<file path="config.mk">
export PLATFORM = sky130hd
export DESIGN_NAME = grasp_greedy_random_path_search_unit
export DESIGN_NICKNAME = d
export VERILOG_FILES = /design/src/hdl/grsp_pkg.sv /design/src/hdl/grasp_greedy_random_path_search_unit.sv /design/src/hdl/grsp_wstore.sv /design/src/hdl/grsp_cfg.sv
export SDC_FILE = /design/constraint.sdc
export NUM_CORES = 2
export LEC_CHECK = 0
export ABC_AREA = 1
export CAP_MARGIN = 20
export CORE_MARGIN = 2
export CORE_UTILIZATION = 46
export DETAILED_ROUTE_END_ITERATION = 16
export DONT_BUFFER_PORTS = 1
export PLACE_DENSITY_LB_ADDON = 0.3
export SLEW_MARGIN = 15
export SYNTH_ARGS = -nofsm -noshare
export SYNTH_HDL_FRONTEND = slang
export SYNTH_SLANG_ARGS = --single-unit
</file>
<file path="constraint.sdc">
create_clock -name clk -period 12.45 [get_ports clk]
set_clock_uncertainty 0.15 [all_clocks]
set_input_delay 1.245 -clock clk [delete_from_list [all_inputs] [get_ports clk]]
set_output_delay 1.245 -clock clk [all_outputs]
set_load 0.1 [all_outputs]
</file>
<file path="src/hdl/grsp_pkg.sv">
// ----------------------------------------------------------------------------
// grsp_pkg
// Shared types and constants for the randomized greedy path search unit.
// ----------------------------------------------------------------------------
package grsp_pkg;

  localparam int NODES       = 8;
  localparam int NODE_BITS   = 3;
  localparam int ADDR_BITS   = 2 * NODE_BITS;
  localparam int WEIGHT_BITS = 16;
  localparam int TOTAL_BITS  = 24;
  localparam int ALPHA_BITS  = 9;
  localparam int CNT_BITS    = 20;
  localparam int STEP_BITS   = 8;
  localparam int LFSR_BITS   = 32;

  localparam logic [LFSR_BITS-1:0] LFSR_TAPS = 32'h8020_0003;

  // Register reset values.
  localparam logic [CNT_BITS-1:0]   ATTEMPT_RST = 20'd1000000;
  localparam logic [ALPHA_BITS-1:0] ALPHA_RST   = 9'd154;
  localparam logic [LFSR_BITS-1:0]  SEED_RST    = 32'd1;
  localparam logic [STEP_BITS-1:0]  LIMIT_RST   = 8'd64;

  // Register indexes on the configuration port.
  localparam logic [1:0] REG_ATTEMPT = 2'd0;
  localparam logic [1:0] REG_ALPHA   = 2'd1;
  localparam logic [1:0] REG_SEED    = 2'd2;
  localparam logic [1:0] REG_LIMIT   = 2'd3;

  // Input item kinds.
  localparam logic KIND_LOAD  = 1'b0;
  localparam logic KIND_QUERY = 1'b1;

  // Configuration seen by the sequencer.
  typedef struct packed {
    logic [CNT_BITS-1:0]   attempt_count;
    logic [ALPHA_BITS-1:0] alpha_q8;
    logic [STEP_BITS-1:0]  step_limit;
    logic                  seed_wr;
    logic [LFSR_BITS-1:0]  seed;
  } cfg_t;

endpackage

</file>
<file path="src/hdl/grasp_greedy_random_path_search_unit.sv">
// ----------------------------------------------------------------------------
// grasp_greedy_random_path_search_unit
// Randomized greedy walks over an 8-node weighted directed graph.
// ----------------------------------------------------------------------------
// A load transaction writes one edge weight and gives no result; loads are
// taken back to back. A query transaction runs attempt_count walks and
// returns one result. Each walk step reads the eight weights of the current
// node from the weight memory, forms the candidate threshold with one
// multiply, qualifies the candidates, reduces the LFSR modulo the candidate
// count eight bits a cycle, ranks neighbors one per cycle on a shared
// comparator bank and makes the move. A step with no neighbors ends the walk
// after the scan. The block accepts nothing else while a query runs.
// ----------------------------------------------------------------------------
module grasp_greedy_random_path_search_unit (
  input  logic                                  clk,
  input  logic                                  rst_n,
  input  logic                                  in_valid,
  output logic                                  in_ready,
  input  logic                                  in_kind,
  input  logic [grsp_pkg::NODE_BITS-1:0]        in_from_node,
  input  logic [grsp_pkg::NODE_BITS-1:0]        in_to_node,
  input  logic [grsp_pkg::WEIGHT_BITS-1:0]      in_weight,
  input  logic [grsp_pkg::NODE_BITS-1:0]        in_start_node,
  input  logic [grsp_pkg::NODE_BITS-1:0]        in_end_node,
  output logic                                  out_valid,
  input  logic                                  out_ready,
  output logic [grsp_pkg::TOTAL_BITS-1:0]       out_best_total,
  output logic                                  out_path_found,
  input  logic                                  psel,
  input  logic                                  penable,
  input  logic                                  pwrite,
  input  logic [3:0]                            paddr,
  input  logic [31:0]                           pwdata,
  output logic [31:0]                           prdata,
  output logic                                  pready
);

  typedef enum logic [8:0] {
    S_IDLE    = 9'b000000001,
    S_SCAN    = 9'b000000010,
    S_THR     = 9'b000000100,
    S_CAND    = 9'b000001000,
    S_MOD     = 9'b000010000,
    S_PICK    = 9'b000100000,
    S_MOVE    = 9'b001000000,
    S_WALKEND = 9'b010000000,
    S_DONE    = 9'b100000000
  } state_t;

  localparam int NB = grsp_pkg::NODE_BITS;
  localparam int WB = grsp_pkg::WEIGHT_BITS;
  localparam int TB = grsp_pkg::TOTAL_BITS;
  localparam int PB = WB + grsp_pkg::ALPHA_BITS;

  grsp_pkg::cfg_t cfg;

  state_t                 state_r;
  logic [NB-1:0]          start_r, end_r, cur_r, pick_r, cap_idx_r, pick_i_r;
  logic [NB:0]            scan_idx_r;
  logic                   cap_vld_r;
  logic [WB-1:0]          rowbuf_r [grsp_pkg::NODES];
  logic [WB-1:0]          lo_r, hi_r;
  logic [NB:0]            n_r, cnt_r, rem_r;
  logic [PB-1:0]          prod_r;
  logic [grsp_pkg::NODES-1:0] cand_r;
  logic [1:0]             mod_k_r;
  logic [TB-1:0]          total_r, best_r;
  logic                   found_r, ok_r;
  logic [grsp_pkg::CNT_BITS-1:0]  attempt_r;
  logic [grsp_pkg::STEP_BITS-1:0] step_r;
  logic [grsp_pkg::LFSR_BITS-1:0] lfsr_r;
  logic                   out_valid_r;
  logic [TB-1:0]          out_best_r;
  logic                   out_found_r;

  logic                   in_acc, load_wr;
  logic [WB-1:0]          rd_data;
  logic [grsp_pkg::ADDR_BITS-1:0] rd_addr;
  logic [PB:0]            thr_off;
  logic [WB+1:0]          thr;
  logic [grsp_pkg::NODES-1:0] cand_nxt;
  logic [NB:0]            cnt_nxt, rem_nxt, rank;
  logic                   pick_hit;
  logic [TB:0]            sum;
  logic [grsp_pkg::LFSR_BITS-1:0] lfsr_nxt;
  logic [7:0]             mod_byte;

  assign in_ready  = (state_r == S_IDLE);
  assign in_acc    = in_valid && in_ready;
  assign load_wr   = in_acc && (in_kind == grsp_pkg::KIND_LOAD);
  assign rd_addr   = {cur_r, scan_idx_r[NB-1:0]};

  grsp_cfg u_cfg (
    .clk     (clk),
    .rst_n   (rst_n),
    .psel    (psel),
    .penable (penable),
    .pwrite  (pwrite),
    .paddr   (paddr),
    .pwdata  (pwdata),
    .prdata  (prdata),
    .pready  (pready),
    .cfg     (cfg)
  );

  grsp_wstore u_wstore (
    .clk     (clk),
    .rst_n   (rst_n),
    .wr_en   (load_wr),
    .wr_addr ({in_from_node, in_to_node}),
    .wr_data (in_weight),
    .rd_addr (rd_addr),
    .rd_data (rd_data)
  );

  // Threshold, candidate mask and candidate count.
  always_comb begin
    thr_off = (PB+1)'({1'b0, prod_r} + (PB+1)'(128)) >> 8;
    thr     = (WB+2)'(lo_r) + (WB+2)'(thr_off);
    cnt_nxt = '0;
    for (int i = 0; i < grsp_pkg::NODES; i++) begin
      cand_nxt[i] = (rowbuf_r[i] != '0) && ((WB+2)'(rowbuf_r[i]) <= thr);
      cnt_nxt     = cnt_nxt + (NB+1)'(cand_nxt[i]);
    end
  end

  // Remainder unit: eight bits of the LFSR a cycle, most significant first.
  always_comb begin
    mod_byte = lfsr_r[{~mod_k_r, 3'b000} +: 8];
    rem_nxt  = rem_r;
    for (int b = 7; b >= 0; b--) begin
      rem_nxt = {rem_nxt[NB-1:0], mod_byte[b]};
      if (rem_nxt >= cnt_r) begin
        rem_nxt = rem_nxt - cnt_r;
      end
    end
  end

  // Rank of neighbor pick_i_r in weight order, ties to the lower index.
  always_comb begin
    rank = '0;
    for (int j = 0; j < grsp_pkg::NODES; j++) begin
      if (cand_r[j] && ((rowbuf_r[j] < rowbuf_r[pick_i_r]) ||
          ((rowbuf_r[j] == rowbuf_r[pick_i_r]) && (NB'(j) < pick_i_r)))) begin
        rank = rank + 1'b1;
      end
    end
    pick_hit = cand_r[pick_i_r] && (rank == rem_r);
  end

  // Saturating walk total and next LFSR value.
  always_comb begin
    sum      = (TB+1)'(total_r) + (TB+1)'(rowbuf_r[pick_r]);
    lfsr_nxt = lfsr_r >> 1;
    if (lfsr_r[0]) begin
      lfsr_nxt = lfsr_nxt ^ grsp_pkg::LFSR_TAPS;
    end
  end

  // Sequencer control.
  always_ff @(posedge clk) begin
    if (!rst_n) begin
      state_r     <= S_IDLE;
      lfsr_r      <= grsp_pkg::SEED_RST;
      best_r      <= '1;
      found_r     <= 1'b0;
      out_valid_r <= 1'b0;
      cap_vld_r   <= 1'b0;
      scan_idx_r  <= '0;
    end else begin
      // The done state refills the output register itself.
      if (out_valid_r && out_ready && (state_r != S_DONE)) begin
        out_valid_r <= 1'b0;
      end
      if (cfg.seed_wr) begin
        lfsr_r <= (cfg.seed != '0) ? cfg.seed : grsp_pkg::SEED_RST;
      end
      case (state_r)
        S_IDLE: begin
          if (in_acc && (in_kind == grsp_pkg::KIND_QUERY)) begin
            best_r     <= '1;
            found_r    <= 1'b0;
            attempt_r  <= '0;
            cur_r      <= in_start_node;
            start_r    <= in_start_node;
            end_r      <= in_end_node;
            total_r    <= '0;
            step_r     <= '0;
            scan_idx_r <= '0;
            cap_vld_r  <= 1'b0;
            n_r        <= '0;
            state_r    <= (cfg.attempt_count == '0) ? S_DONE : S_SCAN;
          end
        end
        S_SCAN: begin
          // Issue one read a cycle; the registered read data is captured through cap_vld_r and cap_idx_r.
          if (!scan_idx_r[NB]) begin
            scan_idx_r <= scan_idx_r + 1'b1;
          end
          cap_vld_r <= !scan_idx_r[NB];
          cap_idx_r <= scan_idx_r[NB-1:0];
          if (cap_vld_r) begin
            rowbuf_r[cap_idx_r] <= rd_data;
            if (rd_data != '0) begin
              n_r  <= n_r + 1'b1;
              lo_r <= (n_r == '0 || rd_data < lo_r) ? rd_data : lo_r;
              hi_r <= (n_r == '0 || rd_data > hi_r) ? rd_data : hi_r;
            end
            if (cap_idx_r == NB'(grsp_pkg::NODES - 1)) begin
              state_r <= S_THR;
            end
          end
        end
        S_THR: begin
          if (n_r == '0) begin
            ok_r    <= (cur_r == end_r);
            state_r <= S_WALKEND;
          end else begin
            prod_r  <= PB'(hi_r - lo_r) * PB'(cfg.alpha_q8);
            state_r <= S_CAND;
          end
        end
        S_CAND: begin
          cand_r  <= cand_nxt;
          cnt_r   <= cnt_nxt;
          lfsr_r  <= lfsr_nxt;
          rem_r   <= '0;
          mod_k_r <= '0;
          state_r <= S_MOD;
        end
        S_MOD: begin
          rem_r   <= rem_nxt;
          mod_k_r <= mod_k_r + 1'b1;
          if (mod_k_r == 2'd3) begin
            pick_i_r <= '0;
            state_r  <= S_PICK;
          end
        end
        S_PICK: begin
          if (pick_hit) begin
            pick_r  <= pick_i_r;
            state_r <= S_MOVE;
          end else begin
            pick_i_r <= pick_i_r + 1'b1;
          end
        end
        S_MOVE: begin
          total_r    <= sum[TB] ? '1 : sum[TB-1:0];
          cur_r      <= pick_r;
          step_r     <= step_r + 1'b1;
          scan_idx_r <= '0;
          cap_vld_r  <= 1'b0;
          n_r        <= '0;
          if (pick_r == end_r) begin
            ok_r    <= 1'b1;
            state_r <= S_WALKEND;
          end else if ((step_r + 1'b1) >= cfg.step_limit) begin
            ok_r    <= 1'b0;
            state_r <= S_WALKEND;
          end else begin
            state_r <= S_SCAN;
          end
        end
        S_WALKEND: begin
          if (ok_r) begin
            found_r <= 1'b1;
            if (total_r < best_r) begin
              best_r <= total_r;
            end
          end
          attempt_r  <= attempt_r + 1'b1;
          cur_r      <= start_r;
          total_r    <= '0;
          step_r     <= '0;
          scan_idx_r <= '0;
          cap_vld_r  <= 1'b0;
          n_r        <= '0;
          state_r    <= ((attempt_r + 1'b1) == cfg.attempt_count) ? S_DONE : S_SCAN;
        end
        S_DONE: begin
          if (!out_valid_r || out_ready) begin
            out_valid_r <= 1'b1;
            out_best_r  <= best_r;
            out_found_r <= found_r;
            state_r     <= S_IDLE;
          end
        end
        default: state_r <= S_IDLE;
      endcase
    end
  end

  assign out_valid      = out_valid_r;
  assign out_best_total = out_best_r;
  assign out_path_found = out_found_r;

  // The remainder unit only runs with at least one candidate.
  a_mod_cnt: assert property (@(posedge clk) disable iff (!rst_n)
    (state_r == S_MOD) |-> (cnt_r != '0))
    else $error("remainder unit running with no candidates");

  // The chosen rank always lies within the candidate list.
  a_rem_rng: assert property (@(posedge clk) disable iff (!rst_n)
    (state_r == S_PICK) |-> (rem_r < cnt_r))
    else $error("pick rank beyond candidate count");

  // The rank search finds its candidate by the last neighbor.
  a_pick_end: assert property (@(posedge clk) disable iff (!rst_n)
    (state_r == S_PICK && pick_i_r == NB'(grsp_pkg::NODES - 1)) |-> pick_hit)
    else $error("rank search ran past the last neighbor");

  // Without a successful walk the best total stays all ones.
  a_best_none: assert property (@(posedge clk) disable iff (!rst_n)
    !found_r |-> (best_r == '1))
    else $error("best total changed without a successful walk");

endmodule

</file>
<file path="src/hdl/grsp_wstore.sv">
// ----------------------------------------------------------------------------
// grsp_wstore
// Edge weight memory, one write and one registered read per cycle. Valid bits
// make every entry read as zero until it is first written.
// ----------------------------------------------------------------------------
module grsp_wstore (
  input  logic                                 clk,
  input  logic                                 rst_n,
  input  logic                                 wr_en,
  input  logic [grsp_pkg::ADDR_BITS-1:0]       wr_addr,
  input  logic [grsp_pkg::WEIGHT_BITS-1:0]     wr_data,
  input  logic [grsp_pkg::ADDR_BITS-1:0]       rd_addr,
  output logic [grsp_pkg::WEIGHT_BITS-1:0]     rd_data
);

  logic [grsp_pkg::WEIGHT_BITS-1:0] mem [grsp_pkg::NODES*grsp_pkg::NODES];
  logic [grsp_pkg::NODES*grsp_pkg::NODES-1:0] vld_r;
  logic [grsp_pkg::WEIGHT_BITS-1:0] mem_q_r;
  logic                             vld_q_r;

  // Valid bits, cleared at reset.
  always_ff @(posedge clk) begin
    if (!rst_n) begin
      vld_r <= '0;
    end else if (wr_en) begin
      vld_r[wr_addr] <= 1'b1;
    end
  end

  // Memory array with registered read.
  always_ff @(posedge clk) begin
    if (wr_en) begin
      mem[wr_addr] <= wr_data;
    end
    mem_q_r <= mem[rd_addr];
    vld_q_r <= vld_r[rd_addr];
  end

  assign rd_data = vld_q_r ? mem_q_r : '0;

endmodule

</file>
<file path="src/hdl/grsp_cfg.sv">
// ----------------------------------------------------------------------------
// grsp_cfg
// APB-style register file holding the search configuration.
// ----------------------------------------------------------------------------
module grsp_cfg (
  input  logic                clk,
  input  logic                rst_n,
  input  logic                psel,
  input  logic                penable,
  input  logic                pwrite,
  input  logic [3:0]          paddr,
  input  logic [31:0]         pwdata,
  output logic [31:0]         prdata,
  output logic                pready,
  output grsp_pkg::cfg_t      cfg
);

  logic [grsp_pkg::CNT_BITS-1:0]   attempt_r;
  logic [grsp_pkg::ALPHA_BITS-1:0] alpha_r;
  logic [grsp_pkg::LFSR_BITS-1:0]  seed_r;
  logic [grsp_pkg::STEP_BITS-1:0]  limit_r;
  logic                            wr;

  assign pready = 1'b1;
  assign wr     = psel && penable && pwrite;

  // Register writes.
  always_ff @(posedge clk) begin
    if (!rst_n) begin
      attempt_r <= grsp_pkg::ATTEMPT_RST;
      alpha_r   <= grsp_pkg::ALPHA_RST;
      seed_r    <= grsp_pkg::SEED_RST;
      limit_r   <= grsp_pkg::LIMIT_RST;
    end else if (wr) begin
      case (paddr[3:2])
        grsp_pkg::REG_ATTEMPT: attempt_r <= pwdata[grsp_pkg::CNT_BITS-1:0];
        grsp_pkg::REG_ALPHA:   alpha_r   <= pwdata[grsp_pkg::ALPHA_BITS-1:0];
        grsp_pkg::REG_SEED:    seed_r    <= pwdata;
        grsp_pkg::REG_LIMIT:   limit_r   <= pwdata[grsp_pkg::STEP_BITS-1:0];
        default: ;
      endcase
    end
  end

  // Register reads.
  always_comb begin
    case (paddr[3:2])
      grsp_pkg::REG_ATTEMPT: prdata = 32'(attempt_r);
      grsp_pkg::REG_ALPHA:   prdata = 32'(alpha_r);
      grsp_pkg::REG_SEED:    prdata = seed_r;
      grsp_pkg::REG_LIMIT:   prdata = 32'(limit_r);
      default:               prdata = '0;
    endcase
  end

  // Configuration outputs; the seed write also reloads the random generator.
  always_comb begin
    cfg.attempt_count = attempt_r;
    cfg.alpha_q8      = alpha_r;
    cfg.step_limit    = limit_r;
    cfg.seed_wr       = wr && (paddr[3:2] == grsp_pkg::REG_SEED);
    cfg.seed          = pwdata;
  end

endmodule

</file>
* After elaboration in Yosys (flattened, before gate mapping)
Memory sizes are Yosys's and may differ from the RTL's. A register that Yosys moved wholly into a read port is not among the register bits.
Cells that the tools add are included.
** Cells by class
- Add/subtract/negate cells :: 32
- Multiply operators :: 1
- Order comparisons :: 40
- Eq/ne operators :: 40
- Shifts and indexed selects :: 1
- Mux-type cells :: 83
- Bitwise gates (word level) :: 5
- Reduce and logical (&&, ||, !) cells :: 91
** Operators with widths (number)
- <= comparator 16 x 18 -> 1 bit :: 8
- < comparator 16 bit :: 9
- nonzero test 16 bit :: 9
- equality test 16 bit :: 8
- two-way mux 32 bit :: 4
- one-hot mux 32 bit (4 select lines) :: 1
- two-way mux 24 bit :: 5
- one-hot mux 9 bit (9 select lines) :: 1
- two-way mux 9 bit :: 8
- one-hot mux 24 bit (3 select lines) :: 1
- OR 64 bit :: 1
- two-way mux 4 bit :: 12
- one-hot mux 24 bit (2 select lines) :: 1
- one-hot mux 20 bit (2 select lines) :: 1
- adder 4 x 1 -> 4 bit (second input constant) :: 9
- two-way mux 3 bit :: 12
- logical AND 1 bit :: 34
- >= comparator 4 bit :: 8
- two-way mux 8 bit :: 4
- nonzero test 32 bit :: 1
- variable part select 32 x 6 -> 8 bit :: 1
- adder 25 x 8 -> 26 bit (second input constant) :: 1
- adder 24 x 16 -> 25 bit :: 1
- multiplier 17 x 10 -> 25 bit :: 1
- other kinds (70) :: 152
** Storage, ports and cells
- Register bits after elaboration :: 381
- Memory bits (writable) :: 1152
- Bits of input ports :: 72
- Output and inout port bits :: 60
- Memories kept :: 2
** Memory list
- u_wstore.mem :: depth 64, width 16, read ports 1, clocked after Yosys merged registers in 1, wr ports 1, line grsp_wstore.sv:16 : logic [grsp_pkg::WEIGHT_BITS-1:0] mem [grsp_pkg::NODES*grsp_pkg::NODES];
- rowbuf_r :: depth 8, width 16, read ports 10, clocked after Yosys merged registers in 2, wr ports 1, line grasp_greedy_random_path_search_unit.sv:61 : logic [WB-1:0] rowbuf_r [grsp_pkg::NODES];

* Longest topological paths before layout
An unclocked memory read counts as a cell.
- Depth after elaboration :: 25
- Gate-level depth with buffers :: 64

* By module
A second synthesis with hierarchy kept.
** Unflattened totals
- Cell total of the unflattened synthesis :: 8366
- Area total of the unflattened synthesis :: 81181.6 um^2
** By module, submodules not included
- grsp_wstore :: times used 1, cells an instance 3938, area each 44557.7 um^2, sequential area each 32371.0 um^2
- grasp_greedy_random_path_search_unit :: times used 1, cells an instance 3901, area each 33189.3 um^2, sequential area each 10450.0 um^2
- grsp_cfg :: times used 1, cells an instance 527, area each 3434.5 um^2, sequential area each 1381.3 um^2

* Least setup slack after synthesis
No wires, ideal clock.
- Path kind :: reg2reg
- Start point :: register mod_k_r[1]
- End point :: register rem_r[1] (data pin)
- Arrival :: 10481 ps
- Slack :: 1564 ps
- Cell stages (with the launch flop) :: 56
- Buffers on the path :: 1
- Clock period less this slack :: 10886 ps
- Path through :: edfxtp_1 > inv_1 > clkbuf_1 > a32o_1 > ha_1 > inv_1 > fa_1 > nand2_1 > inv_1 > a311o_1 > a21oi_1 > inv_1 > o21ai_0 > inv_1 > fa_1 > or2_2 > nand3b_1 > a21oi_1 > [... 20 more ...] > inv_1 > fa_1 > or2_2 > nand3b_1 > a21oi_1 > o21ai_0 > inv_1 > ha_1 > nand3_1 > nand2_1 > a21oi_1 > o21ai_0 > fa_1 > a21oi_1 > o21ai_0 > a21o_1 > o21ai_0 > inv_1
** On the way
- Longest elaborated chain between the ends :: 19
- Elaborated cells between the ends (all ways) :: 27
** RTL lines
- start, declared :: line grasp_greedy_random_path_search_unit.sv:66 : logic [1:0] mod_k_r;
- start signal, assigned :: line grasp_greedy_random_path_search_unit.sv:233 : mod_k_r <= mod_k_r + 1'b1;
- inverter 2 bit (*) :: line grasp_greedy_random_path_search_unit.sv:129 : mod_byte = lfsr_r[{~mod_k_r, 3'b000} +: 8];
- variable part select 32 x 6 -> 8 bit (*) :: line grasp_greedy_random_path_search_unit.sv:129
- >= comparator 4 bit or subtractor 3 bit (tied branches) :: line grasp_greedy_random_path_search_unit.sv:133, grasp_greedy_random_path_search_unit.sv:134
- two-way mux 3 bit :: line grasp_greedy_random_path_search_unit.sv:133 : if (rem_nxt >= cnt_r) begin
- >= comparator 4 bit or subtractor 3 bit (tied branches) :: line grasp_greedy_random_path_search_unit.sv:133, grasp_greedy_random_path_search_unit.sv:134
- two-way mux 3 bit :: line grasp_greedy_random_path_search_unit.sv:133
- >= comparator 4 bit or subtractor 3 bit (tied branches) :: line grasp_greedy_random_path_search_unit.sv:133, grasp_greedy_random_path_search_unit.sv:134
- two-way mux 3 bit :: line grasp_greedy_random_path_search_unit.sv:133
- [... 3 more ...]
- two-way mux 3 bit :: line grasp_greedy_random_path_search_unit.sv:133
- >= comparator 4 bit or subtractor 3 bit (tied branches) :: line grasp_greedy_random_path_search_unit.sv:133, grasp_greedy_random_path_search_unit.sv:134
- two-way mux 3 bit :: line grasp_greedy_random_path_search_unit.sv:133
- >= comparator 4 bit or subtractor 3 bit (tied branches) :: line grasp_greedy_random_path_search_unit.sv:133, grasp_greedy_random_path_search_unit.sv:134
- two-way mux 3 bit :: line grasp_greedy_random_path_search_unit.sv:133
- subtractor 4 bit or >= comparator 4 bit (tied branches) :: line grasp_greedy_random_path_search_unit.sv:134, grasp_greedy_random_path_search_unit.sv:133
- two-way mux 4 bit (*) :: line grasp_greedy_random_path_search_unit.sv:133
- one-hot mux 4 bit (2 select lines) (*) :: line grasp_greedy_random_path_search_unit.sv:178 : case (state_r)
- end signal, assigned :: line grasp_greedy_random_path_search_unit.sv:232 : rem_r <= rem_nxt;
- end, declared :: line grasp_greedy_random_path_search_unit.sv:63 : logic [NB:0] n_r, cnt_r, rem_r;
Every way passes the cells marked *; elsewhere a longest branch is shown, timed or not.
A chain may end at the register's enable or synchronous reset.

* Final worst setup path
- Start point :: register mod_k_r[0]
- End point :: register rem_r[2] (data pin)
The elaborated chain is that of the path after synthesis.

==> run summary <==
The flow ran to the end, and the final reports show no timing, DRC or antenna violations. The worst hold path begins at found_r. After detailed placement, the design holds a cell count of 9669.

The sum of net half-perimeters after detailed placement came out at 147000 um. In this run the worst setup path begins at mod_k_r[0]. The number of I/O port buffers is 0, and the clock latency on the worst-skew pair is 0.82 ns. Cell at the root of the clock tree: clkbuf_16.

The synthesized netlist devotes 1.324% of its cell area to XOR and XNOR gates. Setup slack closes at 1.150 ns. The longest individual stage delay on the worst path was 0.49 ns; the largest voltage drop on the vdd net was 150.5 uV.

The core region is 169700 um^2. The shortest clock period the worst path allows after layout works out to 11.30 ns. The global routing usage summed across all routing layers is 25.39%, and the leakage power total is 33.13 nW.

STA classifies the critical path startpoint as a flop. In this run the post-CTS setup repair buffer count came out at 0. STA puts the critical path data arrival time at 11.72 ns. Using the TritonRoute via totals, the vias-per-cell ratio works out to 5.894.

Among all cell types in the netlist, the one instantiated most often is edfxtp_1. Cell area after synthesis: 78610 um^2. The worst setup path is of the flop to flop kind. The run gives 0 ns as the total negative slack for setup checks.

The layout has 14.83k filler cells. After floorplanning, the core was divided into 151 placement rows. The measured slew at the worst slew-check pin is 1.209 ns, and the area growth from synthesis to layout is 10.75%.

After clock tree synthesis, the clock-pin slew on the worst setup and hold paths is 0.06 ns. By count the netlist is led by 1320 x edfxtp_1, 1275 x nor2_1, 1018 x o21ai_0. Most repeated library cell on the critical path: inv_1. Setup violations remaining at the end of the flow were counted as 0. The tools report the worst-case headroom to the max-slew limit as 19.41%. The leading area contributor after synthesis is edfxtp_1. The logs give 46.33% for the starting density of the core and 3 for the largest buffer count on any clock path. In this run, synthesis inferred 1320 flip-flops with an integrated enable. The completed layout was analyzed and its total power is 12.82 mW. Multiplexer area fraction after synthesis: 0%. The logs give 0 for the number of hold-slack violations in the final timing report and 56.23% for the proportion of synthesized chip area in sequential cells.

Setup repair after global routing left no endpoint under its margin. For the first-pass GRT wire length, the log shows 339200 um. The final antenna-violating net count came out at 0. The startpoint identified for the worst register-to-register timing path is mod_k_r[0]. The total of warnings raised by yosys came out at 0. Final net count: 8293.

The level count of the clock H-tree was 4; the maximum fanout along the worst path was 17. For this block, the routed nets add up to 225900 um of wire. For this design, the sink count on the clock tree is 1548. The logs give 9979 for the final cell count without fillers and 0.3296 ns for the pre-CTS setup slack.

The share of post-route cells with drive strength above 1 was 7.308%; the data required time at the worst endpoint was 12.87 ns. The run gives 8338 as the synthesized net count. The area fraction in compound gates after synthesis was 14.13%; the largest net degree at the start of global routing was 187. The routed layout has 58.82k vias. The run gives 174200 um^2 as the die footprint. The total overflow reported by the global router was 0; the routed length per instance was 22.64 um. The final routed DRC violation total is 0. In this run the vertical extent of the chip is 417.4 um. The final clock period utilization by the worst path was 90.76%; the number of detailed-routing iterations run before antenna repair was 8.

The tools report the top achievable clock speed as 88.50 MHz. For the total CTS buffers, the log shows 164. TritonCTS built the clock tree.

In the synthesized netlist the async set-or-reset flop fraction comes to 0%. Yosys attributes the largest share of cell area to edfxtp_1 50%, ha_1 7.4%, o21ai_0 6.5%. The final max-slew violation count was 0. The combinational family with the most area after synthesis is compound AO/OA/AOI/OAI gates. Synthesis produced 7663 cells.

Counting flops and latches in the post-synthesis netlist gives 1548. The worst setup path is captured at a flop. Max-cap violations in this run came to 0. At the end of routability-driven placement, the weighted congestion stood at 0.9795. In this run the power density over the cells is 147.2 nW/um^2.

The tightest min-delay check is of the flop to flop type. The horizontal extent of the die was 417.4 um; the post-synthesis simple-gate area fraction was 12.62%. For this run, the share of the core covered by cells in the final layout is 51.31%. The run gives 5 as the initial antenna violation count.

The synthesized netlist contains 74 unique library cells. Mean instance size in the synthesized netlist: 10.26 um^2. The count of routing violations after the opening detailed-route iteration is 6612. For this design the top-level I/O count stands at 132. The via count of the first global-routing pass was 55.27k; the area share of fa/ha/maj cells after synthesis was 10.90%. In this run the biggest area consumer among cell types represents 50.42% of the synthesized area.

The master of the slowest instance on the critical path was fa_1. The commonest register cell after synthesis is edfxtp_1.
## cells by family (layout without fill, tap and decap cells)
group	after synthesis	count (layout)
XOR/XNOR	118	118
AND/OR/NAND/NOR	2396	2396
other	1	3
flip-flops	1548	1548
adder cells (fa/ha/maj)	603	603
buffers and inverters	999	1095
AO/OA/AOI/OAI	1998	1998
## registers in the layout, indices dropped and copies added (netlist names), 8 cells and up, named ones only
register	count
u_wstore.mem	1024
rowbuf_r	128
u_wstore.vld_r	64
lfsr_r	32
u_cfg.seed_r	32
best_r	24
out_best_total	24
total_r	24
attempt_r	20
u_cfg.attempt_r	20
prod_r	18
hi_r	16
lo_r	16
u_wstore.mem_q_r	16
state_r	9
u_cfg.alpha_r	9
cand_r	8
step_r	8
u_cfg.limit_r	8
## cell usage in the layout, fill, tap and decap left out, drive strengths merged, types with 50 or more instances in the layout
master	n
nand3	163
clkbuf	234
nor2	1290
o22ai	375
edfxtp	1320
nand4	58
buf	153
nand2	744
inv	635
nor3	50
o21ai	1030
xor2	75
nor4	52
a21oi	362
fa	136
dfxtp	228
a31oi	55
ha	467
clkinv	57
o211ai	52
## critical path, delay by kind of cell (launching register included)
kind | cells | cell delay [ns]
compound gates | 23 | 4.38
fa+ha+maj | 9 | 3.32
buf+inv | 12 | 1.18
flops | 1 | 0.40
simple gates | 12 | 1.71
## stage by stage
step                hold WS (ns)  instance area (um^2)
CTS                       0.2950                 87020
floorplan                 0.2590                 78610
detailed placement        0.2936                 81570
global placement          0.2707                 81490
finish                    0.2973                 87060
global route              0.3176                 87060
## power by group
part | leakage, nW | internal [mW] | total [mW] | switching, mW
Clock | 2.63 | 2.82 | 4.91 | 2.10
Combinational | 16.7 | 0.620 | 2.02 | 1.40
Sequential | 13.8 | 5.78 | 5.88 | 0.105
Total | 33.1 | 9.22 | 12.8 | 3.60
## path summary, 6_finish.rpt
kind	slack [ns]	cells past startpoint	end
setup / recovery	1.15	56	rem_r[2]
hold reg to reg	0.30	0	out_path_found
setup reg to reg	1.15	56	rem_r[2]
hold / removal	0.30	0	out_path_found
## layout make-up
type | instances | area (um^2) | area share, %
Multi-Input combinational cell | 5116 | 30930 | 35.53
Sequential cell | 1548 | 44220 | 50.79
Antenna cell | 2 | 5.005 | 0.005749
Clock inverter | 73 | 875.8 | 1.006
Timing Repair Buffer | 153 | 1270 | 1.459
Inverter | 635 | 2406 | 2.764
Clock buffer | 234 | 4577 | 5.257
Tap cell | 2218 | 2775 | 3.188
## per-layer routing
| layer | vias up | wire, um | global-route usage, % | part of all wire [%] |
|---|---|---|---|---|
| met3 | 479 | 19240 | 4.343 | 8.5 |
| met5 | - | 13 | 0 | 0.0058 |
| met1 | 28630 | 92610 | 34.59 | 41 |
| li1 | 27070 | - | - | - |
| met4 | 2 | 10570 | 11.31 | 4.7 |
| met2 | 2637 | 103500 | 39.94 | 46 |
## what timing repair did
item,4_1_cts,5_1_grt
hold endpoints to repair,0,0
setup endpoints to repair,0,4
resized for setup,0,10
hold buffers,0,0
Power figures use the tool's default switching activity.
